--- src/rtl/sdem_pkg.sv ---
// Shared widths, codes and types of the Sobel directional edge marker.
`default_nettype none

package sdem_pkg;

  localparam int PIX_W      = 8;
  localparam int CFG_W      = 11;
  localparam int THR_W      = 8;
  localparam int POS_W      = 10;
  localparam int GRAD_W     = 11;
  localparam int SQ_W       = 2 * (GRAD_W - 1);
  localparam int OUT_DATA_W = 24;
  localparam int CFG_ADDR_W = 2;

  localparam logic [CFG_ADDR_W-1:0] CFG_IMAGE_WIDTH    = 2'd0;
  localparam logic [CFG_ADDR_W-1:0] CFG_IMAGE_HEIGHT   = 2'd1;
  localparam logic [CFG_ADDR_W-1:0] CFG_EDGE_THRESHOLD = 2'd2;

  localparam logic [CFG_W-1:0] RST_IMAGE_WIDTH    = 11'd1024;
  localparam logic [CFG_W-1:0] RST_IMAGE_HEIGHT   = 11'd1024;
  localparam logic [THR_W-1:0] RST_EDGE_THRESHOLD = 8'd20;

  typedef enum logic [1:0] {
    STEP_ZERO,
    STEP_POS,
    STEP_NEG
  } step_t;

  // 3x3 window, index = 3*row + col, row 0 is the oldest line
  typedef struct packed {
    logic [POS_W-1:0]          col;
    logic [POS_W-1:0]          row;
    logic [8:0][PIX_W-1:0]     pix;
  } win_item_t;

endpackage

`default_nettype wire

--- src/rtl/sdem_edge_pipe.sv ---
// Gradient, direction and neighbor compare pipeline of the edge marker.
`default_nettype none

module sdem_edge_pipe (
  input  logic                                 clk,
  input  logic                                 rst_n,
  input  logic [sdem_pkg::THR_W-1:0]           thr,
  input  logic                                 s_valid,
  output logic                                 s_ready,
  input  sdem_pkg::win_item_t                  s_item,
  output logic                                 m_valid,
  input  logic                                 m_ready,
  output logic [sdem_pkg::OUT_DATA_W-1:0]      m_data
);
  import sdem_pkg::*;

  function automatic logic signed [GRAD_W-1:0] sx(input logic [PIX_W-1:0] p);
    return $signed({{(GRAD_W - PIX_W){1'b0}}, p});
  endfunction

  // stage C: gradients
  logic                     c_v_r;
  logic signed [GRAD_W-1:0] c_fx_r, c_fy_r;
  logic [8:0][PIX_W-1:0]    c_pix_r;
  logic [POS_W-1:0]         c_col_r, c_row_r;
  // stage D: squares
  logic                     d_v_r;
  logic [SQ_W-1:0]          d_sqx_r, d_sqy_r;
  logic                     d_xneg_r, d_xnz_r, d_yneg_r, d_ynz_r;
  logic [8:0][PIX_W-1:0]    d_pix_r;
  logic [POS_W-1:0]         d_col_r, d_row_r;
  // stage E: selected neighbors
  logic                     e_v_r;
  logic [PIX_W-1:0]         e_s_r, e_e_r;
  logic [POS_W-1:0]         e_col_r, e_row_r;
  // output register
  logic                     m_valid_r;
  logic [OUT_DATA_W-1:0]    m_data_r;

  logic en_c, en_d, en_e, en_out;
  logic fire_c, fire_d, fire_e;

  assign en_out  = !m_valid_r || m_ready;
  assign fire_e  = e_v_r && en_out;
  assign en_e    = !e_v_r || fire_e;
  assign fire_d  = d_v_r && en_e;
  assign en_d    = !d_v_r || fire_d;
  assign fire_c  = c_v_r && en_d;
  assign en_c    = !c_v_r || fire_c;
  assign s_ready = en_c;

  logic signed [GRAD_W-1:0] fx, fy;
  always_comb begin
    fy = (sx(s_item.pix[0]) - sx(s_item.pix[6]))
       + ((sx(s_item.pix[1]) - sx(s_item.pix[7])) <<< 1)
       + (sx(s_item.pix[2]) - sx(s_item.pix[8]));
    fx = (sx(s_item.pix[2]) - sx(s_item.pix[0]))
       + ((sx(s_item.pix[5]) - sx(s_item.pix[3])) <<< 1)
       + (sx(s_item.pix[8]) - sx(s_item.pix[6]));
  end

  logic signed [GRAD_W-1:0] nfx, nfy;
  logic [GRAD_W-2:0]        ax, ay;
  always_comb begin
    nfx = -c_fx_r;
    nfy = -c_fy_r;
    ax  = c_fx_r[GRAD_W-1] ? nfx[GRAD_W-2:0] : c_fx_r[GRAD_W-2:0];
    ay  = c_fy_r[GRAD_W-1] ? nfy[GRAD_W-2:0] : c_fy_r[GRAD_W-2:0];
  end

  // 3*f^2 >= g^2 picks the step along each axis
  logic [SQ_W+1:0] tri_x, tri_y;
  step_t           dx, dy;
  logic [PIX_W-1:0] sel_s, sel_e;
  always_comb begin
    tri_x = {2'b00, d_sqx_r} + {1'b0, d_sqx_r, 1'b0};
    tri_y = {2'b00, d_sqy_r} + {1'b0, d_sqy_r, 1'b0};
    dx = STEP_ZERO;
    dy = STEP_ZERO;
    if (tri_x >= {2'b00, d_sqy_r}) begin
      dx = d_xneg_r ? STEP_NEG : (d_xnz_r ? STEP_POS : STEP_ZERO);
    end
    if (tri_y >= {2'b00, d_sqx_r}) begin
      dy = d_yneg_r ? STEP_NEG : (d_ynz_r ? STEP_POS : STEP_ZERO);
    end
    case ({dx, dy})
      {STEP_POS,  STEP_ZERO}: begin sel_s = d_pix_r[5]; sel_e = d_pix_r[3]; end
      {STEP_NEG,  STEP_ZERO}: begin sel_s = d_pix_r[3]; sel_e = d_pix_r[5]; end
      {STEP_ZERO, STEP_POS }: begin sel_s = d_pix_r[7]; sel_e = d_pix_r[1]; end
      {STEP_ZERO, STEP_NEG }: begin sel_s = d_pix_r[1]; sel_e = d_pix_r[7]; end
      {STEP_POS,  STEP_POS }: begin sel_s = d_pix_r[8]; sel_e = d_pix_r[0]; end
      {STEP_NEG,  STEP_NEG }: begin sel_s = d_pix_r[0]; sel_e = d_pix_r[8]; end
      {STEP_POS,  STEP_NEG }: begin sel_s = d_pix_r[2]; sel_e = d_pix_r[6]; end
      {STEP_NEG,  STEP_POS }: begin sel_s = d_pix_r[6]; sel_e = d_pix_r[2]; end
      default:                begin sel_s = d_pix_r[4]; sel_e = d_pix_r[4]; end
    endcase
  end

  logic [PIX_W-1:0] absd;
  logic             is_edge;
  always_comb begin
    absd    = (e_e_r >= e_s_r) ? (e_e_r - e_s_r) : (e_s_r - e_e_r);
    is_edge = absd > thr;
  end

  always_ff @(posedge clk) begin
    if (!rst_n) begin
      c_v_r     <= 1'b0;
      d_v_r     <= 1'b0;
      e_v_r     <= 1'b0;
      m_valid_r <= 1'b0;
    end else begin
      if (en_c)   c_v_r     <= s_valid;
      if (en_d)   d_v_r     <= c_v_r;
      if (en_e)   e_v_r     <= d_v_r;
      if (en_out) m_valid_r <= e_v_r;
    end
  end

  always_ff @(posedge clk) begin
    if (en_c && s_valid) begin
      c_fx_r  <= fx;
      c_fy_r  <= fy;
      c_pix_r <= s_item.pix;
      c_col_r <= s_item.col;
      c_row_r <= s_item.row;
    end
    if (fire_c) begin
      d_sqx_r  <= SQ_W'(ax) * SQ_W'(ax);
      d_sqy_r  <= SQ_W'(ay) * SQ_W'(ay);
      d_xneg_r <= c_fx_r[GRAD_W-1];
      d_yneg_r <= c_fy_r[GRAD_W-1];
      d_xnz_r  <= c_fx_r != '0;
      d_ynz_r  <= c_fy_r != '0;
      d_pix_r  <= c_pix_r;
      d_col_r  <= c_col_r;
      d_row_r  <= c_row_r;
    end
    if (fire_d) begin
      e_s_r   <= sel_s;
      e_e_r   <= sel_e;
      e_col_r <= d_col_r;
      e_row_r <= d_row_r;
    end
    if (fire_e) begin
      m_data_r <= {{(OUT_DATA_W - 2 * POS_W - 1){1'b0}}, is_edge, e_row_r, e_col_r};
    end
  end

  assign m_valid = m_valid_r;
  assign m_data  = m_data_r;

endmodule

`default_nettype wire

--- config.mk ---
export PLATFORM = sky130hd
export DESIGN_NAME = sdem_edge_pipe
export DESIGN_NICKNAME = d
export VERILOG_FILES = /design/src/rtl/sdem_pkg.sv /design/src/rtl/sdem_edge_pipe.sv
export SDC_FILE = /design/constraint.sdc
export NUM_CORES = 1
export LEC_CHECK = 0
export ABC_AREA = 1
export BUFFER_PORTS_ARGS = -buffer_cell sky130_fd_sc_hd__buf_2
export CAP_MARGIN = 20
export CELL_PAD_IN_SITES_DETAIL_PLACEMENT = 2
export CELL_PAD_IN_SITES_GLOBAL_PLACEMENT = 2
export CORE_UTILIZATION = 30
export DETAILED_ROUTE_END_ITERATION = 7
export GPL_TIMING_DRIVEN = 0
export PLACE_DENSITY = 0.63
export SLEW_MARGIN = 10
export SYNTH_ARGS = -nofsm -noshare
export SYNTH_HDL_FRONTEND = slang
export SYNTH_SLANG_ARGS = --single-unit
--- constraint.sdc ---
create_clock -name clk -period 7.8 [get_ports clk]
set_clock_uncertainty 0.2 [all_clocks]
set_input_delay 1.17 -clock clk [delete_from_list [all_inputs] [get_ports clk]]
set_output_delay 1.17 -clock clk [all_outputs]
set_load 0.01 [all_outputs]
==> results of run 1 <==
==> repair_timing <==
item / CTS / global route
resized for setup: 0 / 3
hold buffers: 0 / 0
setup endpoints to repair: 0 / 9
hold endpoints to repair: 0 / 0
setup buffers: 0 / 4
==> per-layer routing <==
layer  vias to the layer above  part of all wire  wire length, um
met2                       193              0.51            34500
met1                      8505              0.45            30300
met3                        82             0.024             1660
met5                         -                 0                0
met4                         0             0.021             1450
li1                       8217                 -                -
==> worst max-delay path, delay by kind of cell (launching register included) <==
family,cells,cell delay [ns]
adders and majority gates,7,3.12
AOI/OAI and AO/OA,2,0.71
and+or+nand+nor,9,1.38
xor gates and xnor gates,1,0.15
buffers and inverters,10,0.89
DFF,1,0.44
==> through the flow <==
step	setup TNS, ns	cells
6_report	0	3650
5_1_grt	0	3650
4_1_cts	0	3645
3_5_place_dp	0	3574
3_3_place_gp	-263.37	3568
2_1_floorplan	0	2412
==> kinds of logic (layout without fill, tap and decap cells) <==
group,count (synthesis),count (layout)
xor gates and xnor gates,141,141
muxes,3,3
adders and majority gates,391,391
and+or+nand+nor,781,781
DFF,309,309
other,2,6
buffers and inverters,520,727
AOI/OAI and AO/OA,262,262
==> synth_stat cells, types with 2 or more instances <==
cell type / number
xnor2_1: 48
ha_1: 269
nor4_1: 2
a31oi_1: 9
a21o_1: 17
dfxtp_1: 4
fa_1: 122
o221ai_1: 2
nand4_1: 7
a221oi_1: 2
nor2_1: 170
buf_4: 3
conb_1: 2
a21oi_1: 148
o21bai_1: 12
inv_2: 3
nand3_2: 7
nand2_2: 2
o21ai_1: 2
buf_2: 17
mux2_2: 2
a211oi_1: 4
o211ai_1: 2
nand3b_1: 7
clkinv_1: 3
nand3_1: 182
inv_1: 477
o21a_1: 3
edfxtp_1: 305
xor2_1: 93
a22oi_1: 2
clkbuf_1: 4
and2_1: 3
o2111ai_1: 3
nor3_1: 15
buf_6: 12
nand2_1: 379
o21ai_2: 3
nor2_2: 5
o21ai_0: 50
==> sequential cells by signal, summed over array words and instances (netlist names), 10 cells and up <==
signal   cells
c_col_r     10
e_row_r     10
d_pix_r     72
d_sqx_r     19
d_col_r     10
m_data      21
d_row_r     10
c_row_r     10
c_pix_r     72
d_sqy_r     19
e_col_r     10
c_fx_r      11
c_fy_r      11
==> cell type report <==
class	count	area, sq um	area share
Clock buffer	49	1010	0.0382
Multi-Input combinational cell	1583	11900	0.448
Sequential cell	309	9240	0.348
Clock inverter	22	228	0.00859
Tap cell	1030	1290	0.0486
Buffer	37	262	0.00986
Antenna cell	1	2.50	0.0000944
Inverter	483	1830	0.0689
Timing Repair Buffer	136	783	0.0295
==> worst min path at each step <==
stage                       end  slack (ns)  depth (start not counted)
floorplan            d_col_r[0]        0.20                          0
global placement     e_row_r[4]        0.20                          0
detailed placement   d_col_r[7]        0.21                          0
CTS                 d_pix_r[48]        0.22                          0
global route         e_col_r[9]        0.23                          0
finish                m_data[7]        0.22                          0
==> metrics, run 1 <==
outcome=finished, final reports clean; io pins=130; clock root cell=clkbuf_16; Post-Synth XOR/XNOR Area=0.0533; M1 GR Usage=0.223; Max Cap Viol=0; core area=76200 sq um; clock buffer depth=3; routed vias=17000; sequential fraction of the synthesis area=0.399; initial core utilization=0.304; post-synthesis compound-gate area fraction=0.0635; critical path's slowest cell=o311ai_0; Critical Path Most Common Cell=inv_1; FILL cells=8418; first-pass GRT wire length=107000 um; YS warnings=0; drt total wl=67900 um; largest net degree at the start of global routing=112; cts bufs inserted=39; post-DR wirelength/cell=18.6 um; routability cong.=0.827; Die Area=78300 sq um; CP required=7.88 ns; Slew Viols, Final=0; layout cells sized above 1=0.0970; busiest layer in global routing=met2; post-place setup slack=0.203 ns; Main synth FF type=edfxtp_1; chip height=280 um; antenna violations before repair=3; Tot GR Track Use=0.175; f_max=0.139 GHz; Hold Vio Cnt, Final=0; Slew @ Worst Pin=1.10 ns; Synth top area share=0.395; Critical Path Max Stage Delay=0.55 ns; Die W=280 um; TritonRoute pass-1 iters=5; Synth Instances=2409; Post-Synth Simple-Gate Area=0.142; reg-to-reg slack, setup=0.62 ns; share of async-settable or async-resettable flops after synthesis=0; RSZ-0062 raised after global routing=no; CP Launch Type=flip-flop; post-route cell area=26500 sq um; Synth Area per Inst=9.62 sq um; hold_sp=e_col_r[7]; Yosys cell types=47; Worst EP arrival=7.26 ns; met2 Resource Use GR=0.315; CP Capture Type=flip-flop; 1st-iter DRT viols=587; vias in the first global route=19200; post-synthesis cell area=23200 sq um; largest family of logic cells by synthesized area=adder cells; row count=101; reg2reg path depth=29; clk slew on worst S/H paths=0.07 ns; DP Area=25200 sq um; worst skew pair latency=0.56 ns; R2R Path End=d_sqx_r[19]; maximum fanout along the worst path=9; post-synthesis mux area share=0.00140; H-tree Lvls=2; Hold WC Path Type=flip-flop to flip-flop; worst setup path endpoint=d_sqx_r[19]; Yosys reg bits=309; Reg-to-Reg Start=c_fx_r[0]; clock period minus worst slack=7.18 ns; remaining global-route overflow=0; synthesis-to-finish area growth=14.5%; Slew Limit Headroom=0.267; min setup slack post-route=0.623 ns; worst hold slack=0.216 ns; endpoints failing setup=0; crit path from=c_fx_r[0]; met3 Usage GRT=0.0182; input/output buffers=126; WS Path Type=flip-flop to flip-flop; DRC Markers=0; Antenna Nets Post-Route=0; largest cells by area after synthesis=edfxtp_1 (40%), ha_1 (15%), fa_1 (11%); Final Util=0.348; dpl hpwl=56200 um; NumNets Final=3084; most frequent cells in the layout=inv_1 (475), nand2_1 (378), edfxtp_1 (305), ha_1 (269), nand3_1 (182); commonest non-fill, non-tap cell in the layout=inv_1; CTS tree=done; # clock sinks=309; via density per instance=4.66; final worst-path cycle share=0.920; fraction of the mapped netlist area in adder cells=0.251; number of enable flip-flop cells after synthesis=305; top cell type by total area after synthesis=edfxtp_1
Power of run 1 is not shown: default switching activity piles up to over one toggle a cycle in this logic, so the estimate is an artifact.
==> inputs of run 2 (changes only) <==
--- a/config.mk
+++ b/config.mk
@@ -14,6 +14,7 @@
 export DETAILED_ROUTE_END_ITERATION = 7
 export GPL_TIMING_DRIVEN = 0
 export PLACE_DENSITY = 0.63
+export RECOVER_POWER = 100
 export SLEW_MARGIN = 10
 export SYNTH_ARGS = -nofsm -noshare
 export SYNTH_HDL_FRONTEND = slang
==> metrics, run 2 (same netlist as run 1, synthesis figures left out) <==
WS Path Type=flip-flop to flip-flop; vias in the first global route=19200; Critical Path Most Common Cell=inv_1; CP Capture Type=flip-flop; CP required=7.88 ns; Slew Limit Headroom=-1.07; Critical Path Max Stage Delay=0.55 ns; Register Area=9240 sq um; clk slew on worst S/H paths=0.07 ns; chip height=280 um; Multi-input gate area=11900 sq um; layout cells sized above 1=0.0569; worst hold slack=0.216 ns; RSZ-0062 raised after global routing=no; dpl hpwl=56200 um; clock root cell=clkbuf_16; initial core utilization=0.304; Hold WC Path Type=flip-flop to flip-flop; 1st-iter DRT viols=562; Antenna Nets Post-Route=0; post-DR wirelength/cell=18.6 um; Hold Vio Cnt, Final=0; remaining global-route overflow=0; Slew @ Worst Pin=3.11 ns; critical path's slowest cell=o311ai_0; Max Cap Viol=4; f_max=0.139 GHz; commonest non-fill, non-tap cell in the layout=inv_1; routed vias=16900; Die Area=78300 sq um; DRC Markers=0; cts bufs inserted=39; worst skew pair latency=0.56 ns; endpoints failing setup=0; synthesis-to-finish area growth=13.4%; H-tree Lvls=2; CTS tree=done; CP Launch Type=flip-flop; outcome=complete, but fails checks; Slew Viols, Final=197; final worst-path cycle share=0.919; clock period minus worst slack=7.17 ns; # clock sinks=309; Worst EP arrival=7.25 ns; Tot GR Track Use=0.175; FILL cells=8481; via density per instance=4.64; antenna violations before repair=2; Die W=280 um; failing checks=capacitance limit, slew limit; TritonRoute pass-1 iters=4; input/output buffers=126; largest net degree at the start of global routing=112; clock buffer depth=3; maximum fanout along the worst path=9; first-pass GRT wire length=107000 um; core area=76200 sq um; drt total wl=67900 um; hold-fix buffer count after cts=0; row count=101; most frequent cells in the layout=inv_1 (477), nand2_1 (379), edfxtp_1 (305), ha_1 (269), nand3_1 (183); NumNets Final=3084; io pins=130; routability cong.=0.827
==> run 2: metal layers <==
metal  vias to the layer above  routed length, um  track usage
met1                      8468              30400        0.223
li1                       8218                  -            -
met4                         0               1540       0.0453
met2                       182              34400        0.315
met3                        81               1630       0.0182
met5                         -                  0            0
==> run 2: what timing repair did <==
item                                   4_1_cts  5_1_grt
resized for setup                            0        3
setup endpoints to repair                    0        9
endpoints found under the hold margin        0        0
buffers inserted                             0        4
==> run 2: final cells by class <==
| cell class | count | share of cell area |
|---|---|---|
| Clock inverter | 22 | 0.00867 |
| Buffer | 37 | 0.00900 |
| Sequential cell | 309 | 0.352 |
| Inverter | 483 | 0.0694 |
| Multi-Input combinational cell | 1583 | 0.452 |
| Antenna cell | 3 | 0.000286 |
| Clock buffer | 49 | 0.0386 |
| Tap cell | 1030 | 0.0491 |
| Timing Repair Buffer | 136 | 0.0217 |
==> run 2: final timing paths <==
kind,start,end,slack (ns),depth (start not counted)
worst max-delay path,c_fx_r[0],d_sqx_r[19],0.63,29
worst min-delay path,e_col_r[7],m_data[7],0.22,0
worst max register to register,c_fx_r[0],d_sqx_r[19],0.63,29
worst min register to register,e_col_r[7],m_data[7],0.22,0
==> run 2: metrics by stage <==
| step | instance area, sq um | cells | setup WS (ns) | utilization | setup TNS, ns |
|---|---|---|---|---|---|
| after floorplan | 23200 | 2412 | 0.698 | - | 0 |
| after global placement | 25100 | 3568 | -2.33 | 0.329 | -263.37 |
| after detailed placement | 25200 | 3574 | 0.203 | 0.331 | 0 |
| after CTS | 26500 | 3645 | 0.146 | 0.347 | 0 |
| after global routing | 26300 | 3651 | 0.130 | 0.345 | 0 |
| final | 26300 | 3652 | 0.629 | 0.345 | 0 |
==> run 2: critical path, delay by kind of cell (launching register included) <==
kind,cells,cell delay (ns)
adder cells (fa/ha/maj),7,3.12
AO/OA/AOI/OAI,2,0.71
flip-flops,1,0.44
buffers and inverters,10,0.89
AND/OR/NAND/NOR,9,1.37
XOR/XNOR,1,0.15
Power of run 2 is left out for the same reason.
==> inputs of run 3 (changes only) <==
--- a/config.mk
+++ b/config.mk
@@ -10,10 +10,11 @@
 export CAP_MARGIN = 20
 export CELL_PAD_IN_SITES_DETAIL_PLACEMENT = 2
 export CELL_PAD_IN_SITES_GLOBAL_PLACEMENT = 2
+export CORE_ASPECT_RATIO = 0.7
 export CORE_UTILIZATION = 30
 export DETAILED_ROUTE_END_ITERATION = 7
 export GPL_TIMING_DRIVEN = 0
-export PLACE_DENSITY = 0.63
+export PLACE_DENSITY = 0.66
 export RECOVER_POWER = 100
 export SLEW_MARGIN = 10
 export SYNTH_ARGS = -nofsm -noshare
==> constraint.sdc (replaced) <==
create_clock -name clk -period 5.8 [get_ports clk]
set_clock_uncertainty 0.2 [all_clocks]
set_input_delay 0.87 -clock clk [delete_from_list [all_inputs] [get_ports clk]]
set_output_delay 0.87 -clock clk [all_outputs]
set_load 0.01 [all_outputs]
==> metrics, run 3 (same netlist as run 1, synthesis figures left out) <==
Slew Limit Headroom=0.409; H-tree Lvls=2; critical path's slowest cell=fa_1; DRC Markers=0; commonest non-fill, non-tap cell in the layout=inv_1; reg2reg path depth=31; Final Util=0.375; Critical Path Max Stage Delay=0.59 ns; clock buffer depth=3; CP Capture Type=flip-flop; remaining global-route overflow=0; f_max=0.155 GHz; clk slew on worst S/H paths=0.07 ns; failing checks=setup timing; cts bufs inserted=35; Hold Vio Cnt, Final=0; first-pass GRT wire length=117000 um; RSZ-0062 raised after global routing=yes; CP Launch Type=flip-flop; routed vias=17800; initial core utilization=0.306; Tot GR Track Use=0.194; largest net degree at the start of global routing=74; # clock sinks=309; Hold WC Path Type=flip-flop to flip-flop; dpl hpwl=59700 um; antenna violations before repair=3; drt total wl=76900 um; Worst EP arrival=6.53 ns; layout cells sized above 1=0.181; crit path from=c_fx_r[0]; post-DR wirelength/cell=20.5 um; worst setup path endpoint=d_sqx_r[15]; CP required=5.89 ns; min setup slack post-route=-0.639 ns; outcome=complete, but fails checks; Die Area=78400 sq um; Slew Viols, Final=0; input/output buffers=126; NumNets Final=3200; WS Path Type=flip-flop to flip-flop; reg-to-reg slack, setup=-0.64 ns; via density per instance=4.72; Die W=334 um; 1st-iter DRT viols=950; Slew @ Worst Pin=0.885 ns; synthesis-to-finish area growth=22.8%; Antenna Nets Post-Route=0; routability cong.=0.863; most frequent cells in the layout=inv_1 (437), nand2_1 (337), edfxtp_1 (305), ha_1 (240), nand3_1 (177); TritonRoute pass-1 iters=5; endpoints failing setup=22; final worst-path cycle share=1.11; clock root cell=clkbuf_16; maximum fanout along the worst path=3; chip height=235 um; vias in the first global route=19800; clock period minus worst slack=6.44 ns; CTS tree=done; io pins=130; # diodes=0; Reg-to-Reg Start=c_fx_r[0]; R2R Path End=d_sqx_r[15]; core area=75800 sq um; Critical Path Most Common Cell=fa_1; row count=84; worst skew pair latency=0.56 ns; Max Cap Viol=0
-- run 3: worst max-delay path, delay by kind of cell, from the launching register on --
family / cells / cell delay [ns]
flip-flops: 1 / 0.46
AO/OA/AOI/OAI: 3 / 0.53
buffers and inverters: 10 / 0.80
XOR/XNOR: 1 / 0.13
adder cells (fa/ha/maj): 7 / 2.91
AND/OR/NAND/NOR: 10 / 1.17
-- run 3: stage by stage --
step | hold slack, ns | setup TNS (ns) | cell area, sq um | instances | setup slack [ns]
global placement | 0.200 | -173.79 | 25200 | 3570 | -1.59
global route | 0.207 | -13.62 | 28400 | 3761 | -0.871
CTS | 0.207 | -3.08 | 27900 | 3730 | -0.376
floorplan | 0.200 | -0.162 | 23300 | 2412 | -0.116
detailed placement | 0.205 | -30.95 | 25300 | 3576 | -1.70
finish | 0.204 | -8.78 | 28400 | 3761 | -0.639
-- run 3: worst min path at each step --
stage	slack [ns]	depth (start not counted)	start	to
final	0.20	0	c_pix_r[53]	d_pix_r[53]
after global routing	0.21	0	c_pix_r[53]	d_pix_r[53]
after CTS	0.21	0	c_pix_r[53]	d_pix_r[53]
after detailed placement	0.21	0	e_col_r[2]	m_data[2]
after global placement	0.20	0	d_col_r[1]	e_col_r[1]
after floorplan	0.20	0	c_col_r[0]	d_col_r[0]
-- run 3: final cells by class --
type | instances | area [sq um]
clock buffers | 41 | 920
plain buffers | 37 | 287
repair buffers | 256 | 1700
inverters | 483 | 1880
multi-input cells | 1583 | 13000
fillers | 8195 | 47300
flip-flops and latches | 309 | 9240
well taps | 1032 | 1290
clock inverters | 20 | 131
-- run 3: metal layers --
layer | wire [um] | global-route usage
met4 | 1010 | 0.0348
met2 | 35600 | 0.315
met3 | 2400 | 0.0220
met1 | 37900 | 0.282
met5 | 0 | 0
-- run 3: repair_timing --
item	in CTS	in global routing
pin swaps	71	70
setup buffers	93	31
hold buffers	0	0
resized for setup	175	101
setup endpoints to repair	28	23
Power of run 3 is left out for the same reason.
